**config.mk**
```make
export PLATFORM = sky130hd
export DESIGN_NAME = kway_merge_min_heap
export DESIGN_NICKNAME = d
export VERILOG_FILES = /design/src/hdl/kwm_pkg.sv /design/src/hdl/kwm_ram.sv /design/src/hdl/kway_merge_min_heap.sv
export VERILOG_INCLUDE_DIRS = /design/src /design/src/hdl
export SDC_FILE = /design/constraint.sdc
export NUM_CORES = 2
export LEC_CHECK = 0
export ABC_AREA = 1
export BUFFER_PORTS_ARGS = -buffer_cell sky130_fd_sc_hd__buf_2
export CAP_MARGIN = 20
export CORE_ASPECT_RATIO = 0.7
export CORE_UTILIZATION = 30
export DETAILED_ROUTE_END_ITERATION = 12
export PLACE_DENSITY = 0.53
export REMOVE_ABC_BUFFERS = 1
export SYNTH_ARGS = -nofsm -noshare
export SYNTH_HDL_FRONTEND = slang
export SYNTH_SLANG_ARGS = --single-unit
```
**constraint.sdc**
```tcl
create_clock -name clock -period 16 [get_ports clock]
set_input_delay 0.8 -clock clock [delete_from_list [all_inputs] [get_ports clock]]
set_output_delay 0.8 -clock clock [all_outputs]
set_load 0.005 [all_outputs]
```
**src/hdl/assert_macros.svh**
```systemverilog
// Assertion helpers, clocked on clock and quiet while reset is high.
`ifndef ASSERT_MACROS_SVH
`define ASSERT_MACROS_SVH

// Condition must hold at every edge.
`define ASSERT_ALWAYS(label, cond, msg) \
   label: assert property (@(posedge clock) disable iff (reset) (cond)) \
      else $error(msg);

// Consequent must hold in the cycle of the antecedent.
`define ASSERT_IMPLIES(label, ante, cons, msg) \
   label: assert property (@(posedge clock) disable iff (reset) (ante) |-> (cons)) \
      else $error(msg);

`endif

```
**src/hdl/kwm_pkg.sv**
```systemverilog
package kwm_pkg;

   localparam int MaxSources = 16;
   localparam int IdxW       = $clog2(MaxSources);
   localparam int SizeW      = $clog2(MaxSources + 1);
   localparam int KidW       = IdxW + 2;
   localparam int CountW     = 16;
   localparam int OrdW       = 40;

   localparam logic [CountW-1:0] ChunkReset = 16'd1024;

   // Field order makes a plain unsigned compare the merge order.
   typedef struct packed {
      logic [15:0] ref_index;
      logic [31:0] position;
      logic [3:0]  source;
   } entry_type;

   localparam int EntryW = $bits(entry_type);

   typedef enum logic [1:0] {
      FUNC_ADD     = 2'd0,
      FUNC_REPLACE = 2'd1,
      FUNC_REMOVE  = 2'd2,
      FUNC_NONE    = 2'd3
   } func_type;

   typedef enum logic [1:0] {
      STATUS_OK    = 2'd0,
      STATUS_FULL  = 2'd1,
      STATUS_EMPTY = 2'd2
   } status_type;

   typedef struct packed {
      logic [3:0]        min_source;
      logic [15:0]       min_ref_index;
      logic [31:0]       min_position;
      logic              heap_empty;
      status_type        status;
      logic              chunk_end;
      logic [CountW-1:0] chunk_count;
      logic [OrdW-1:0]   chunk_ordinal;
   } rsp_type;

endpackage

```
**src/hdl/kwm_ram.sv**
```systemverilog
module kwm_ram #(
   parameter int Width = 8,
   parameter int Depth = 16
) (
   input  logic                     clock,
   input  logic                     we,
   input  logic [$clog2(Depth)-1:0] waddr,
   input  logic [Width-1:0]         wdata,
   input  logic [$clog2(Depth)-1:0] raddr,
   output logic [Width-1:0]         rdata
);

   logic [Width-1:0] mem_ff [Depth];
   logic [Width-1:0] rdata_ff;

   always_ff @(posedge clock) begin
      if (we) begin
         mem_ff[waddr] <= wdata;
      end
      rdata_ff <= mem_ff[raddr];
   end

   assign rdata = rdata_ff;

endmodule

```
**src/hdl/kway_merge_min_heap.sv**
```systemverilog
// Channel   Dir   Handshake          Word
// req_      in    valid / stall      func, ref_index, position, source
// rsp_      out   valid / stall      min entry, empty, status, chunk info
// csr_      in    write_enable       records_per_chunk
//
// One item at a time; req_stall is high from accept until the result is loaded.
// Add runs S_ADD_UP, S_ADD_CMP per level climbed; replace runs S_DN_RD1, S_DN_CMP1, S_DN_CMP2
// (if a second child exists), S_DN_RES per level; remove also fetches the last entry first.
// The sift runs on one comparator and a one-read, one-write heap RAM.
// Reset clears size, chunk counters and the chunk size (1024); the RAM is not cleared.
// A stalled result holds in the output register; the sequencer waits before loading.
module kway_merge_min_heap (
   input  logic        clock,
   input  logic        reset,
   input  logic        req_valid,
   output logic        req_stall,
   input  logic [1:0]  req_func,
   input  logic [15:0] req_ref_index,
   input  logic [31:0] req_position,
   input  logic [3:0]  req_source,
   output logic        rsp_valid,
   input  logic        rsp_stall,
   output logic [3:0]  rsp_min_source,
   output logic [15:0] rsp_min_ref_index,
   output logic [31:0] rsp_min_position,
   output logic        rsp_heap_empty,
   output logic [1:0]  rsp_status,
   output logic        rsp_chunk_end,
   output logic [15:0] rsp_chunk_count,
   output logic [39:0] rsp_chunk_ordinal,
   input  logic        csr_write_enable,
   input  logic [15:0] csr_write_data
);
   `include "assert_macros.svh"

   typedef enum logic [3:0] {
      S_IDLE,
      S_ADD_UP,
      S_ADD_CMP,
      S_DN_LOAD,
      S_DN_RD1,
      S_DN_CMP1,
      S_DN_CMP2,
      S_DN_RES,
      S_FINISH
   } state_type;

   state_type                    state_ff, state_in;
   logic [kwm_pkg::SizeW-1:0]    size_ff, size_in;
   logic [kwm_pkg::IdxW-1:0]     idx_ff, idx_in;
   logic [kwm_pkg::IdxW-1:0]     best_idx_ff, best_idx_in;
   kwm_pkg::entry_type           mov_ff, mov_in;
   kwm_pkg::entry_type           best_ff, best_in;
   kwm_pkg::entry_type           root_ff, root_in;
   kwm_pkg::status_type          status_ff, status_in;
   logic                         counted_ff, counted_in;
   logic [kwm_pkg::CountW-1:0]   fill_ff, fill_in;
   logic [kwm_pkg::OrdW-1:0]     ord_ff, ord_in;
   logic [kwm_pkg::CountW-1:0]   chunk_size_ff, chunk_size_in;
   logic                         rsp_valid_ff, rsp_valid_in;
   kwm_pkg::rsp_type             rsp_ff, rsp_in;

   logic                         ram_we;
   logic [kwm_pkg::IdxW-1:0]     ram_waddr;
   kwm_pkg::entry_type           ram_wdata;
   logic [kwm_pkg::IdxW-1:0]     ram_raddr;
   logic [kwm_pkg::EntryW-1:0]   ram_rdata_raw;
   kwm_pkg::entry_type           ram_rdata;

   kwm_pkg::entry_type           cmp_a, cmp_b;
   logic                         cmp_less;

   logic [kwm_pkg::IdxW-1:0]     parent_idx;
   logic [kwm_pkg::KidW-1:0]     kid1, kid2, size_wide;
   logic [kwm_pkg::CountW-1:0]   limit, fill_next;
   logic                         close_chunk;
   kwm_pkg::entry_type           req_entry;

   kwm_ram #(
      .Width (kwm_pkg::EntryW),
      .Depth (kwm_pkg::MaxSources)
   ) u_heap_ram (
      .clock (clock),
      .we    (ram_we),
      .waddr (ram_waddr),
      .wdata (ram_wdata),
      .raddr (ram_raddr),
      .rdata (ram_rdata_raw)
   );

   assign ram_rdata = kwm_pkg::entry_type'(ram_rdata_raw);

   assign req_entry  = '{ref_index: req_ref_index, position: req_position, source: req_source};
   assign parent_idx = (idx_ff - kwm_pkg::IdxW'(1)) >> 1;
   assign kid1       = {1'b0, idx_ff, 1'b1};
   assign kid2       = kid1 + kwm_pkg::KidW'(1);
   assign size_wide  = kwm_pkg::KidW'(size_ff);

   // Shared comparator: a strictly before b in merge order.
   always_comb begin
      cmp_a = ram_rdata;
      cmp_b = mov_ff;
      unique case (state_ff)
         S_ADD_CMP: begin
            cmp_a = mov_ff;
            cmp_b = ram_rdata;
         end
         S_DN_CMP2: cmp_b = best_ff;
         default:   cmp_b = mov_ff;
      endcase
   end

   assign cmp_less = cmp_a < cmp_b;

   assign limit       = (chunk_size_ff == '0) ? kwm_pkg::CountW'(1) : chunk_size_ff;
   assign fill_next   = fill_ff + kwm_pkg::CountW'(1);
   assign close_chunk = counted_ff &&
                        ((fill_next == limit) || (size_ff == '0 && fill_next != '0));

   always_comb begin
      state_in      = state_ff;
      size_in       = size_ff;
      idx_in        = idx_ff;
      best_idx_in   = best_idx_ff;
      mov_in        = mov_ff;
      best_in       = best_ff;
      status_in     = status_ff;
      counted_in    = counted_ff;
      fill_in       = fill_ff;
      ord_in        = ord_ff;
      chunk_size_in = csr_write_enable ? csr_write_data : chunk_size_ff;
      rsp_valid_in  = rsp_valid_ff && rsp_stall;
      rsp_in        = rsp_ff;
      ram_we        = 1'b0;
      ram_waddr     = idx_ff;
      ram_wdata     = mov_ff;
      ram_raddr     = '0;

      unique case (state_ff)
         S_IDLE: begin
            if (req_valid) begin
               status_in  = kwm_pkg::STATUS_OK;
               counted_in = 1'b0;
               idx_in     = '0;
               unique case (kwm_pkg::func_type'(req_func)) inside
                  kwm_pkg::FUNC_ADD: begin
                     if (size_ff == kwm_pkg::SizeW'(kwm_pkg::MaxSources)) begin
                        status_in = kwm_pkg::STATUS_FULL;
                        state_in  = S_FINISH;
                     end else begin
                        mov_in   = req_entry;
                        idx_in   = size_ff[kwm_pkg::IdxW-1:0];
                        size_in  = size_ff + kwm_pkg::SizeW'(1);
                        state_in = S_ADD_UP;
                     end
                  end
                  kwm_pkg::FUNC_REPLACE, kwm_pkg::FUNC_REMOVE: begin
                     if (size_ff == '0) begin
                        status_in = kwm_pkg::STATUS_EMPTY;
                        state_in  = S_FINISH;
                     end else begin
                        counted_in = 1'b1;
                        if (req_func == kwm_pkg::FUNC_REPLACE) begin
                           mov_in   = '{ref_index: req_ref_index, position: req_position,
                                        source: root_ff.source};
                           state_in = S_DN_RD1;
                        end else begin
                           // fetch the last entry; it refills the root
                           size_in   = size_ff - kwm_pkg::SizeW'(1);
                           ram_raddr = kwm_pkg::IdxW'(size_ff - kwm_pkg::SizeW'(1));
                           state_in  = (size_ff == kwm_pkg::SizeW'(1)) ? S_FINISH
                                                                       : S_DN_LOAD;
                        end
                     end
                  end
                  default: state_in = S_FINISH;
               endcase
            end
         end
         S_ADD_UP: begin
            if (idx_ff == '0) begin
               ram_we   = 1'b1;
               state_in = S_FINISH;
            end else begin
               ram_raddr = parent_idx;
               state_in  = S_ADD_CMP;
            end
         end
         S_ADD_CMP: begin
            ram_we = 1'b1;
            if (cmp_less) begin
               // pull the parent down into the hole and climb
               ram_wdata = ram_rdata;
               idx_in    = parent_idx;
               state_in  = S_ADD_UP;
            end else begin
               state_in = S_FINISH;
            end
         end
         S_DN_LOAD: begin
            mov_in   = ram_rdata;
            state_in = S_DN_RD1;
         end
         S_DN_RD1: begin
            if (kid1 < size_wide) begin
               ram_raddr = kid1[kwm_pkg::IdxW-1:0];
               state_in  = S_DN_CMP1;
            end else begin
               ram_we   = 1'b1;
               state_in = S_FINISH;
            end
         end
         S_DN_CMP1: begin
            if (cmp_less) begin
               best_in     = ram_rdata;
               best_idx_in = kid1[kwm_pkg::IdxW-1:0];
            end else begin
               best_in     = mov_ff;
               best_idx_in = idx_ff;
            end
            if (kid2 < size_wide) begin
               ram_raddr = kid2[kwm_pkg::IdxW-1:0];
               state_in  = S_DN_CMP2;
            end else begin
               state_in = S_DN_RES;
            end
         end
         S_DN_CMP2: begin
            if (cmp_less) begin
               best_in     = ram_rdata;
               best_idx_in = kid2[kwm_pkg::IdxW-1:0];
            end
            state_in = S_DN_RES;
         end
         S_DN_RES: begin
            ram_we = 1'b1;
            if (best_idx_ff == idx_ff) begin
               state_in = S_FINISH;
            end else begin
               // move the smaller child up and descend
               ram_wdata = best_ff;
               idx_in    = best_idx_ff;
               state_in  = S_DN_RD1;
            end
         end
         S_FINISH: begin
            if (!rsp_valid_ff || !rsp_stall) begin
               rsp_valid_in         = 1'b1;
               rsp_in.heap_empty    = (size_ff == '0);
               rsp_in.min_source    = (size_ff == '0) ? '0 : root_ff.source;
               rsp_in.min_ref_index = (size_ff == '0) ? '0 : root_ff.ref_index;
               rsp_in.min_position  = (size_ff == '0) ? '0 : root_ff.position;
               rsp_in.status        = status_ff;
               rsp_in.chunk_end     = close_chunk;
               rsp_in.chunk_count   = close_chunk ? fill_next : '0;
               rsp_in.chunk_ordinal = close_chunk ? ord_ff : '0;
               if (counted_ff) begin
                  fill_in = close_chunk ? '0 : fill_next;
               end
               if (close_chunk) begin
                  ord_in = ord_ff + kwm_pkg::OrdW'(fill_next);
               end
               state_in = S_IDLE;
            end
         end
         default: state_in = S_IDLE;
      endcase
   end

   // Keep a copy of slot 0 for the result and for replace.
   always_comb begin
      root_in = root_ff;
      if (ram_we && ram_waddr == '0) begin
         root_in = ram_wdata;
      end
   end

   always_ff @(posedge clock) begin
      if (reset) begin
         state_ff      <= S_IDLE;
         size_ff       <= '0;
         fill_ff       <= '0;
         ord_ff        <= '0;
         chunk_size_ff <= kwm_pkg::ChunkReset;
         rsp_valid_ff  <= 1'b0;
      end else begin
         state_ff      <= state_in;
         size_ff       <= size_in;
         fill_ff       <= fill_in;
         ord_ff        <= ord_in;
         chunk_size_ff <= chunk_size_in;
         rsp_valid_ff  <= rsp_valid_in;
      end
      idx_ff      <= idx_in;
      best_idx_ff <= best_idx_in;
      mov_ff      <= mov_in;
      best_ff     <= best_in;
      root_ff     <= root_in;
      status_ff   <= status_in;
      counted_ff  <= counted_in;
      rsp_ff      <= rsp_in;
   end

   assign req_stall         = (state_ff != S_IDLE);
   assign rsp_valid         = rsp_valid_ff;
   assign rsp_min_source    = rsp_ff.min_source;
   assign rsp_min_ref_index = rsp_ff.min_ref_index;
   assign rsp_min_position  = rsp_ff.min_position;
   assign rsp_heap_empty    = rsp_ff.heap_empty;
   assign rsp_status        = rsp_ff.status;
   assign rsp_chunk_end     = rsp_ff.chunk_end;
   assign rsp_chunk_count   = rsp_ff.chunk_count;
   assign rsp_chunk_ordinal = rsp_ff.chunk_ordinal;

   `ASSERT_ALWAYS(a_size_bound, size_ff <= kwm_pkg::SizeW'(kwm_pkg::MaxSources), "heap size over capacity")
   `ASSERT_IMPLIES(a_no_write_idle, state_ff == S_IDLE || state_ff == S_FINISH, !ram_we, "heap write outside sift")
   `ASSERT_IMPLIES(a_chunk_nonzero, rsp_valid_ff && rsp_ff.chunk_end, rsp_ff.chunk_count != '0, "empty chunk closed")
   `ASSERT_IMPLIES(a_error_no_chunk, rsp_valid_ff && rsp_ff.status != kwm_pkg::STATUS_OK, !rsp_ff.chunk_end, "error closed a chunk")

endmodule
```
==> out/metrics.csv <==
stage,metric,value,unit
outcome,outcome,finished clean,
clocking,Worst-path clk slew,0.06,ns
die,core area,0.179,mm2
global_routing,All-Layer GR Usage,17.9,%
placed_design,global placer's final weighted congestion,0.878,
timing,Hold Slack,0.260,ns
route,Vias,39096,
clocking,CTS tree,yes,
clocking,Max Root-Sink Buffers,3,
critical_path,"Cell Chain, Critical Path","nor2_2, nand2_4, buf_4, buf_4, o221ai_1, ha_1, nand2_1, nor4_1, nand2_1, inv_1, and3_1, nand2_1, nand2_4, buf_4, o21ai_0, o21ai_0, buf_4",
die,Ports,189,
route,First DRT Iteration DRCs,3920,
critical_path,Crit. End Element,flip-flop,
synthesis,Yosys cell types,48,
die,# rows,130,
timing,relative slew slack,26.2,%
die,Die X,510,um
global_routing,number of global-route vias before repair,36550,
critical_path,worst-case reg-to-reg path depth,17,
clocking,Post-CTS Setup Inserts,0,
min_path,WHS Path Cells,3,
critical_path,"slowest stage delay, CP",0.86,ns
critical_path,critical path's slowest cell,buf_4,
synthesis,Syn. warnings,0,
critical_path,crit path DAT,6.89,ns
synthesis,Avg Inst Size Synth,10.5,um2
timing,final setup fails,0,
synthesis,Mapped Cells,5174,
route,DRC,0,
synthesis,simple-gate share of the synthesized area,16.1,%
timing,Pins Over Slew Limit,0,
critical_path,Critical Path Source Type,flip-flop,
critical_path,Crit path top cell by count,buf_4,
synthesis,Post-synth EDFFs,1059,
route,Vias per Instance,5.04,
synthesis,#FFs+latches synth,1193,
critical_path,worst path buffer plus inverter count,5,
critical_path,CP required,16.62,ns
timing,Slew @ Worst Pin,1.11,ns
placed_design,Final HPWL DP,96.2,mm
power_and_ir_drop,total power,8.56,mW
clocking,CTS Buf Count,119,
cells_and_area,ratio of cells with drive above 1 in the final layout,11.2,%
die,Starting Density,30.2,%
critical_path,Reg2Reg Setup Slack,9.73,ns
synthesis,ys async rst share,0,%
timing,final period utilization,39.2,%
clocking,CTS sink count,1193,
critical_path,worst setup path start,state_ff[0]$_SDFFE_PP0P_,
global_routing,first-pass GRT wire length,245,mm
clocking,CTS H-Tree Depth,3,
clocking,CTS resizes,0,
clocking,clock root cell,clkbuf_16,
synthesis,register area share after synthesis,63.6,%
cells_and_area,Fillers,17959,
route,wire length per cell,21.5,um
clocking,CTS Hold Bufs,0,
min_path,Hold Path Class,in -> reg,
critical_path,largest delay contributor family on the critical path,buffers and inverters,
synthesis,complex-gate fraction of the synthesized area,10.3,%
min_path,Hold EP,chunk_size_ff[8]$_SDFFE_PP0P_,
cells_and_area,Final nets,5438,
critical_path,R2R Path Start,state_ff[0]$_SDFFE_PP0P_,
power_and_ir_drop,Pwr Density,139,mW/mm2
die,height of the die,358,um
critical_path,FF-to-FF End,u_heap_ram.mem_ff[4][39]$_DFFE_PP_,
synthesis,main combinational cell family by area after synthesis,simple AND/OR/NAND/NOR gates,
timing,Final Critical Period,6.27,ns
synthesis,XOR/XNOR Fraction of Synth Area,0.554,%
power_and_ir_drop,Lkg Pwr,22.6,nW
cells_and_area,synth-to-layout area growth,13.7,%
route,antenna-violating nets left,0,
timing,skew final,0.0547,ns
timing,RSZ-0062 raised after global routing,no,
route,WL final,167,mm
global_routing,Congestion Overflow GR,0,
placed_design,buffers added on ports,188,
timing,final hold violations,0,
run,max capacitance violation total,0,
critical_path,WS Path Type,reg -> reg,
critical_path,CP Max Fanout,106,
synthesis,mux contribution to synthesized area,0.997,%
synthesis,"Top FF cell, synth",edfxtp_1,
global_routing,initial antenna violation count,16,
route,first drt pass iteration count,5,
min_path,HP Start,csr_write_data[8],
die,Die Area,0.183,mm2
timing,setup TNS,0,ns
synthesis,Adder-Cell Fraction of Synth Area,2.02,%
clocking,"Clk Latency, worst-skew pair",0.78,ns
synthesis,synthesized area,0.0542,mm2
timing,FMAX,160,MHz
global_routing,largest net degree at the start of global routing,116,
power_and_ir_drop,peak supply drop,0.0941,mV
worst min-delay path, delay by kind of cell:
| family | cells | cell delay, ns |
|---|---|---|
| buf+inv | 1 | 0.08 |
| simple gates | 2 | 0.12 |
final cells by class:
class,count,area (um2),area share [%]
clock inverters,72,683,1.11
diodes,1,2.50,0.00406
flip-flops and latches,1193,34500,55.9
clock buffers,154,3210,5.21
well taps,2376,2970,4.82
inverters,512,1930,3.13
repair buffers,309,1890,3.06
multi-input cells,3141,16500,26.8
layout by cell type (no fill, tap or decap), drive strengths merged, types with 2 or more instances in the layout:
cell,n
a21oi,93
mux2,48
a21o,6
clkinv,54
clkbuf,155
inv,516
o21bai,9
bufinv,8
o21ai,550
nand2,1226
o21a,3
or2,2
o221ai,52
nand3,296
nor4,4
o211ai,178
clkinvlp,6
nor3b,2
nor2,224
nor3,20
nand4,247
a31oi,5
xor2,21
ha,86
edfxtp,1059
xnor2,8
a22oi,52
dfxtp,134
buf,308
worst max path at each step:
stage / slack, ns / to / depth (start not counted)
2_1_floorplan: 0.90 / u_heap_ram.rdata[11]$_DFF_P_ / 14
3_3_place_gp: 9.48 / u_heap_ram.mem_ff[4][39]$_DFFE_PP_ / 16
3_5_place_dp: 9.81 / best_ff[25]$_DFFE_PP_ / 17
4_1_cts: 9.82 / best_ff[50]$_DFFE_PP_ / 17
5_1_grt: 9.25 / best_ff[50]$_DFFE_PP_ / 17
6_report: 9.73 / u_heap_ram.mem_ff[4][39]$_DFFE_PP_ / 17
stage by stage:
stage	instances	area [um2]	util, %	setup WS [ns]
detailed placement	7528	57700	32.2	9.81
CTS	7754	61600	34.4	9.82
global route	7758	61700	34.4	9.25
global placement	7525	57700	32.2	9.48
floorplan	4846	52700	-	0.898
finish	7758	61700	34.4	9.73
sequential cells by signal, indices dropped and copies added (netlist names), 4 cells and up:
name	flops
u_heap_ram.mem_ff	832
best_ff	52
mov_ff	52
u_heap_ram.rdata	52
ord_ff	40
rsp_chunk_ordinal	40
rsp_min_position	32
chunk_size_ff	16
fill_ff	16
rsp_chunk_count	16
rsp_min_ref_index	16
size_ff	5
best_idx_ff	4
idx_ff	4
rsp_min_source	4
state_ff	4
metal layers:
metal  track usage, %  up-vias  wire length, um
li1                 -    18441                -
met4             4.04        2             3550
met5                0        -               10
met3             2.92      222            11600
met1             26.3    19045            78000
met2             27.4     1386            73700
power breakdown:
part	internal (mW)	total [mW]	leakage (nW)	switching (mW)
combinational	0.539	1.85	9.98	1.31
sequential	3.69	3.86	10.7	0.173
clock	1.56	2.85	1.90	1.29
cell families after synthesis:
kind of cell               after synthesis
AOI/OAI and AO/OA                      952
DFF                                   1193
muxes                                   48
xor gates and xnor gates                31
adders and majority gates               87
and+or+nand+nor                       2023
buffers and inverters                  840
synth_stat cells (21+ instances only):
| cell type | count | area (um2) |
|---|---|---|
| o221ai_1 | 52 | 455 |
| buf_2 | 124 | 621 |
| dfxtp_1 | 134 | 2680 |
| buf_4 | 34 | 255 |
| nand4_1 | 247 | 1550 |
| nand3_1 | 294 | 1470 |
| o21ai_0 | 415 | 2080 |
| ha_1 | 86 | 1080 |
| nor2_1 | 213 | 800 |
| clkbuf_1 | 150 | 563 |
| inv_1 | 500 | 1880 |
| a21oi_1 | 93 | 465 |
| mux2_2 | 48 | 541 |
| xor2_1 | 21 | 184 |
| a22oi_1 | 52 | 390 |
| o211ai_1 | 178 | 1340 |
| nand2_1 | 1221 | 4580 |
| o21ai_1 | 135 | 676 |
| edfxtp_1 | 1059 | 31800 |
Power figures use the tool's default switching activity.
